==> src/design/lltp_pkg.sv <==
`default_nettype none
// ----------------------------------------------------------------------------
// lltp_pkg
// Shared codes and controller/datapath interface types for the linked list
// three-way partition block.
// ----------------------------------------------------------------------------
package lltp_pkg;

	// action codes
	localparam logic [1:0] ACT_LOAD  = 2'd0;
	localparam logic [1:0] ACT_START = 2'd1;
	localparam logic [1:0] ACT_FETCH = 2'd2;

	// class codes; CLS_DONE marks an exhausted result
	localparam logic [1:0] CLS_NEG  = 2'd0;
	localparam logic [1:0] CLS_MID  = 2'd1;
	localparam logic [1:0] CLS_HIGH = 2'd2;
	localparam logic [1:0] CLS_DONE = 2'd3;

	// commands from the controller to the datapath
	typedef struct packed {
		logic node_we;      // load transfer: write node memory
		logic walk_init;    // start: clear queues, read head node
		logic walk_step;    // enqueue current node, read its successor
		logic fetch_first;  // fetch: latch emit point, read queue entry
		logic fetch_done;   // fetch with nothing left
		logic fetch_mid;    // read node and following queue entry
		logic fetch_emit;   // register the result
	} cmd_t;

	// status from the datapath to the controller
	typedef struct packed {
		logic head_ok;      // head pointer names a node
		logic walk_more;    // successor valid and step guard not reached
		logic any_left;     // a fetch would give a result
	} status_t;

endpackage
`default_nettype wire

==> src/design/lltp_ctrl.sv <==
`default_nettype none
// ----------------------------------------------------------------------------
// lltp_ctrl
// Controller: accepts commands and sequences the walk and fetch operations.
// ----------------------------------------------------------------------------
module lltp_ctrl import lltp_pkg::*; (
	input  wire logic       clk,
	input  wire logic       arst_n,
	input  wire logic       start,
	input  wire logic [1:0] action,
	input  wire status_t    status,
	output logic            busy,
	output cmd_t            cmd
);

	localparam logic [1:0] ST_IDLE = 2'd0;
	localparam logic [1:0] ST_WALK = 2'd1;
	localparam logic [1:0] ST_FQ   = 2'd2;
	localparam logic [1:0] ST_FE   = 2'd3;

	logic [1:0] state_q;
	logic [1:0] state_d;
	logic       accept;

	assign busy   = (state_q != ST_IDLE);
	assign accept = start && !busy;

	always_comb begin
		cmd     = '0;
		state_d = state_q;
		unique case (state_q)
			ST_IDLE: begin
				if (accept) begin
					unique case (action)
						ACT_LOAD: begin
							cmd.node_we = 1'b1;
						end
						ACT_START: begin
							cmd.walk_init = 1'b1;
							if (status.head_ok) begin
								state_d = ST_WALK;
							end
						end
						ACT_FETCH: begin
							if (status.any_left) begin
								cmd.fetch_first = 1'b1;
								state_d         = ST_FQ;
							end else begin
								cmd.fetch_done = 1'b1;
							end
						end
						default: begin
						end
					endcase
				end
			end
			ST_WALK: begin
				cmd.walk_step = 1'b1;
				if (!status.walk_more) begin
					state_d = ST_IDLE;
				end
			end
			ST_FQ: begin
				cmd.fetch_mid = 1'b1;
				state_d       = ST_FE;
			end
			ST_FE: begin
				cmd.fetch_emit = 1'b1;
				state_d        = ST_IDLE;
			end
			default: begin
				state_d = ST_IDLE;
			end
		endcase
	end

	always_ff @(posedge clk or negedge arst_n) begin
		if (!arst_n) begin
			state_q <= ST_IDLE;
		end else begin
			state_q <= state_d;
		end
	end

endmodule
`default_nettype wire

==> config.mk <==
export PLATFORM = sky130hd
export DESIGN_NAME = lltp_ctrl
export DESIGN_NICKNAME = d
export VERILOG_FILES = /design/src/design/lltp_pkg.sv /design/src/design/lltp_ctrl.sv
export SDC_FILE = /design/constraint.sdc
export NUM_CORES = 1
export LEC_CHECK = 0
export BUFFER_PORTS_ARGS = -buffer_cell sky130_fd_sc_hd__buf_2
export CAP_MARGIN = 20
export CORE_AREA = 2 2 39 41
export DETAILED_ROUTE_END_ITERATION = 10
export DIE_AREA = 0 0 41 43
export GPL_TIMING_DRIVEN = 0
export PLACE_DENSITY = 0.39
export SETUP_SLACK_MARGIN = 0.3
export SLEW_MARGIN = 20
export SYNTH_ARGS = -nofsm -noshare
export SYNTH_HDL_FRONTEND = slang
export SYNTH_SLANG_ARGS = --single-unit
==> constraint.sdc <==
create_clock -name clk -period 3.7 [get_ports clk]
set_clock_uncertainty 0.15 [all_clocks]
set_input_delay 0.74 -clock clk [delete_from_list [all_inputs] [get_ports clk]]
set_output_delay 0.74 -clock clk [all_outputs]
set_load 0.05 [all_outputs]
# After elaboration in Yosys (flattened, before gate mapping)
# Index checks and enable logic that the tools add are counted.
[classes]
eq_ne = 10
n_mux = 18
reduce_logical = 6
[ops]
columns = ["cell", "count"]
rows = [
  ["2-to-1 mux 2 bit", 9],
  ["one-hot mux 2 bit (4 select lines)", 1],
  ["2-to-1 mux 1 bit", 7],
  ["== test 2 bit (second input constant)", 3],
  ["!= test 3 bit (second input constant)", 2],
  ["AND reduction 5 bit", 1],
  ["== test 2 x 1 -> 1 bit (second input constant)", 2],
  ["logical NOT 2 bit", 2],
  ["!= test 2 bit (second input constant)", 2],
  ["one-hot mux 2 bit (2 select lines)", 1],
  ["!= test 3 x 1 -> 1 bit (second input constant)", 1],
  ["nonzero test 2 bit", 1],
  ["logical AND 1 bit", 1],
  ["logical NOT 1 bit", 1],
]
[word_totals]
register_bits = 2
input_bits = 8
out_inout_bits = 8
word_cells = 35

# Depth between registers and ports, before layout
[depth]
word_depth = 5
ltp_mapped = 2
ltp_nobuf = 2

# Worst setup path after synthesis
# OpenSTA, ideal clock, no wires.
[synth_timing]
kind = "input to output"
startpoint = "in start"
endpoint = "out cmd[6] (netlist name)"
arrival_time_ps = 2193
required_time_ps = 2810
setup_slack_ps = 617
path_stages = 2
n_path_buf = 0
cell_sequence = "or3b_4 -> nor3_1"
[synth_lines]
columns = ["element", "line", "rtl"]
rows = [
  ["start, declared", "lltp_ctrl.sv:9", "input wire logic start,"],
  ["end, declared", "lltp_ctrl.sv:13", "output cmd_t cmd"],
]

==> results_tabular.tex <==
\begin{tabular}{lr}
\hline
Metric & Value \\
\hline
\multicolumn{2}{l}{\textbf{Run status}} \\
\quad Result of the run & finished clean \\
\multicolumn{2}{l}{\textbf{Floorplanning}} \\
\quad Core Area & 0.00138 sq mm \\
\quad Site Rows & 14 \\
\quad Area of the die & 0.00176 sq mm \\
\quad DIE WIDTH & 41 microns \\
\quad Initial core utilization & 12.8\% \\
\quad Vert. Die Dim & 43 microns \\
\quad Ports & 16 \\
\multicolumn{2}{l}{\textbf{Pwr}} \\
\quad Switching share of power & 52.6\% \\
\quad NetSw & 115 uW \\
\quad Peak supply drop & 0.162 mV \\
\quad Internal power & 104 uW \\
\quad Static leakage & 0.156 nW \\
\quad Power density normalized to cell area & 739 mW/mm\^{}2 \\
\quad Part of the total power dissipated in the clock network & 22.4\% \\
\quad Share of total power in sequential cells & 18.7\% \\
\quad Total Power & 218 uW \\
\quad Combinational group share of total power & 58.9\% \\
\multicolumn{2}{l}{\textbf{Timing}} \\
\quad Endpoints failing hold & 0 \\
\quad Slew HR & 83.3\% \\
\quad Worst-Margin Slew & 0.252 ns \\
\quad Fraction of the cycle the final worst path needs & 71.0\% \\
\quad Period minus WS final & 2.63 ns \\
\quad FMAX & 381 MHz \\
\quad Final Max Tran Viols & 0 \\
\quad Least setup slack across all paths after layout & 1.07 ns \\
\quad Total of endpoints with negative setup slack in the final report & 0 \\
\quad Setup TNS Final & 0 ns \\
\quad Setup repair after global routing missed its margin & false \\
\multicolumn{2}{l}{\textbf{Yosys}} \\
\quad Dominant combinational cell family by area after synthesis & simple AND/OR/NAND/NOR gates \\
\quad Parity-gate share of the synthesized area counting xor and xnor cells & 0\% \\
\quad Post-synth top area share & 28.2\% \\
\quad Count of cell types in the netlist & 15 \\
\quad Synthesized area per cell & 10.5 sq um \\
\quad Most used flip-flop cell after synthesis & dfrtp\_1 \\
\quad Fraction of the mapped netlist area in compound gates & 7.75\% \\
\quad Net count of the mapped netlist & 25 \\
\quad Async set-reset flop share out of synthesis & 100\% \\
\quad Number of warnings printed during yosys synthesis & 0 \\
\quad Multiplexer share of the synthesized area & 0\% \\
\quad Post-synth EDFFs & 0 \\
\quad Most frequent cells after synthesis & dfrtp\_1, nor2\_1 \\
\quad Simple-gate area share of the yosys netlist & 62.0\% \\
\quad Area share of fa/ha/maj cells after synthesis & 0\% \\
\quad Dominant cells by area after synthesis & dfrtp\_1, nor4b\_4, nor3b\_2, or3b\_4, and4b\_1 \\
\quad Register area share after synthesis & 28.2\% \\
\quad Synthesized cell area & 178 sq um \\
\quad Syn Inst Count & 17 \\
\quad \#FFs+latches synth & 2 \\
\quad Cell taking the most area after synthesis & dfrtp\_1 \\
\multicolumn{2}{l}{\textbf{Critical path}} \\
\quad Critical path startpoint category & primary input \\
\quad Kind of critical path & in -> out \\
\quad Element type at the critical path end & primary output \\
\quad Critical-path maximum fanout & 3 \\
\quad Worst EP arrival & 1.74 ns \\
\quad CP required & 2.81 ns \\
\quad R2R depth & 2 \\
\multicolumn{2}{l}{\textbf{Clock tree}} \\
\quad Clock tree from TritonCTS & yes \\
\quad Number of gates given a new drive strength after cts & 0 \\
\quad Bufs on Longest Clock Path & 2 \\
\quad CTS Hold Bufs & 0 \\
\quad Sinks on the clock net & 2 \\
\quad Latest clock arrival within the worst-skew pair & 0.23 ns \\
\quad Number of post-CTS setup repair buffers & 0 \\
\quad CTS root buffer & clkbuf\_4 \\
\quad CTS buffer count & 3 \\
\quad Number of H-tree levels & 1 \\
\quad Clk slew on worst S/H paths & 0.03 ns \\
\multicolumn{2}{l}{\textbf{Finish}} \\
\quad Area taken by multi-input logic gates & 124 sq um \\
\quad Register with the most flip-flops & state\_q \\
\quad P\&R area growth vs syn & 66.2\% \\
\quad Post-layout net count & 45 \\
\quad Fraction of final layout cells with drive strength greater than 1 & 68.6\% \\
\quad Count of fill cells added during filler insertion & 150 \\
\quad Number of antenna repair diodes & 0 \\
\quad Register area & 50.0 sq um \\
\quad Largest registers & state\_q: 2 flops \\
\quad Share of the core filled with cells in the final layout & 21.3\% \\
\quad Max reg flops & 2 \\
\multicolumn{2}{l}{\textbf{Drt}} \\
\quad Total number of vias & 199 \\
\quad First-iteration detailed-routing DRC count & 0 \\
\quad Antenna Violating Nets Remaining & 0 \\
\quad Routed wire length per instance & 9.43 microns \\
\quad Remaining design rule violation count & 0 \\
\quad Number of detailed-route iterations in the first pass & 1 \\
\quad Final Routed Wirelength & 481 microns \\
\quad Per-cell via count in the routed design & 3.90 \\
\multicolumn{2}{l}{\textbf{Global route}} \\
\quad Largest net degree at the start of global routing & 8 \\
\quad Vias in the first global route & 183 \\
\quad Wire length of the first global-routing pass & 752 microns \\
\quad Initial antenna violation count & 0 \\
\quad Final global-route overflow total & 0 \\
\quad All-Layer GR Usage & 6.81\% \\
\multicolumn{2}{l}{\textbf{Run}} \\
\quad Number of maximum-capacitance constraint violations & 0 \\
\multicolumn{2}{l}{\textbf{Place}} \\
\quad DP Worst Slack & 1.07 ns \\
\quad GP Congestion & 0.579 \\
\quad IO buf count & 15 \\
\quad HPWL reported at the end of detailed placement & 384 microns \\
\multicolumn{2}{l}{\textbf{Min path}} \\
\quad Path category of the worst min-delay check & in -> async \\
\hline
\end{tabular}
==> cells in the final DEF, fill, tap and decap left out <==
cell and count:
a21oi_1 1, a2bb2oi_1 1, and2_2 1, and2b_2 1
and4b_1 1, buf_2 15, clkbuf_4 3, dfrtp_1 2
inv_1 1, nand2b_2 1, nand4b_1 1, nor2_1 2
nor3_1 1, nor3b_2 1, nor4b_4 1, or2_1 1
or3b_4 1
==> worst max-delay path: stages <==
cell,delay (ns)
buf_2,0.09
or3b_4,0.41
nor4b_4,0.20
buf_2,0.29
==> final cells by class <==
type                       count  area share, %
tap                           16           6.78
multi-input combinational     14           41.9
timing repair buffer          15           25.4
inverter                       1           1.27
sequential                     2           16.9
clock buffer                   3           7.63
==> cells by family (layout without fill, tap and decap cells) <==
group,after synthesis,in the layout
AND/OR/NAND/NOR,12,12
AO/OA/AOI/OAI,2,2
flip-flops,2,2
buffers and inverters,1,19
==> through the flow <==
step / cell area [sq um] / cells / hold slack [ns]
after floorplan: 178 / 17 / 0.294
after global placement: 273 / 48 / 0.378
after detailed placement: 273 / 48 / 0.370
after CTS: 295 / 51 / 0.133
after global routing: 295 / 51 / 0.133
final: 295 / 51 / 0.141
==> power groups by stage <==
stage	Sequential [mW]	Clock (mW)	Combinational, mW
2_1_floorplan	0.0380	0	0.104
3_3_place_gp	0.0418	0	0.128
3_5_place_dp	0.0409	0	0.129
4_1_cts	0.0406	0.0523	0.130
5_1_grt	0.0422	0.0547	0.137
6_report	0.0408	0.0489	0.129
==> worst paths after layout <==
check	slack (ns)	start	endpoint
setup / recovery	1.07	start	cmd[2]
hold / removal	0.14	arst_n	state_q[1]
setup reg to reg	2.59	state_q[1]	state_q[0]
hold reg to reg	0.37	state_q[0]	state_q[1]
max in group asynchronous	3.16	arst_n	state_q[0]
min in group clk	0.37	state_q[0]	state_q[1]
==> routing by layer <==
| metal | GRT usage, % | wire length, microns |
|---|---|---|
| met1 | 9.27 | 228 |
| met2 | 6.56 | 157 |
| met4 | 8.00 | 15 |
| met5 | 0 | 0 |
| met3 | 3.14 | 78 |
(Power assumes the default switching activity.)
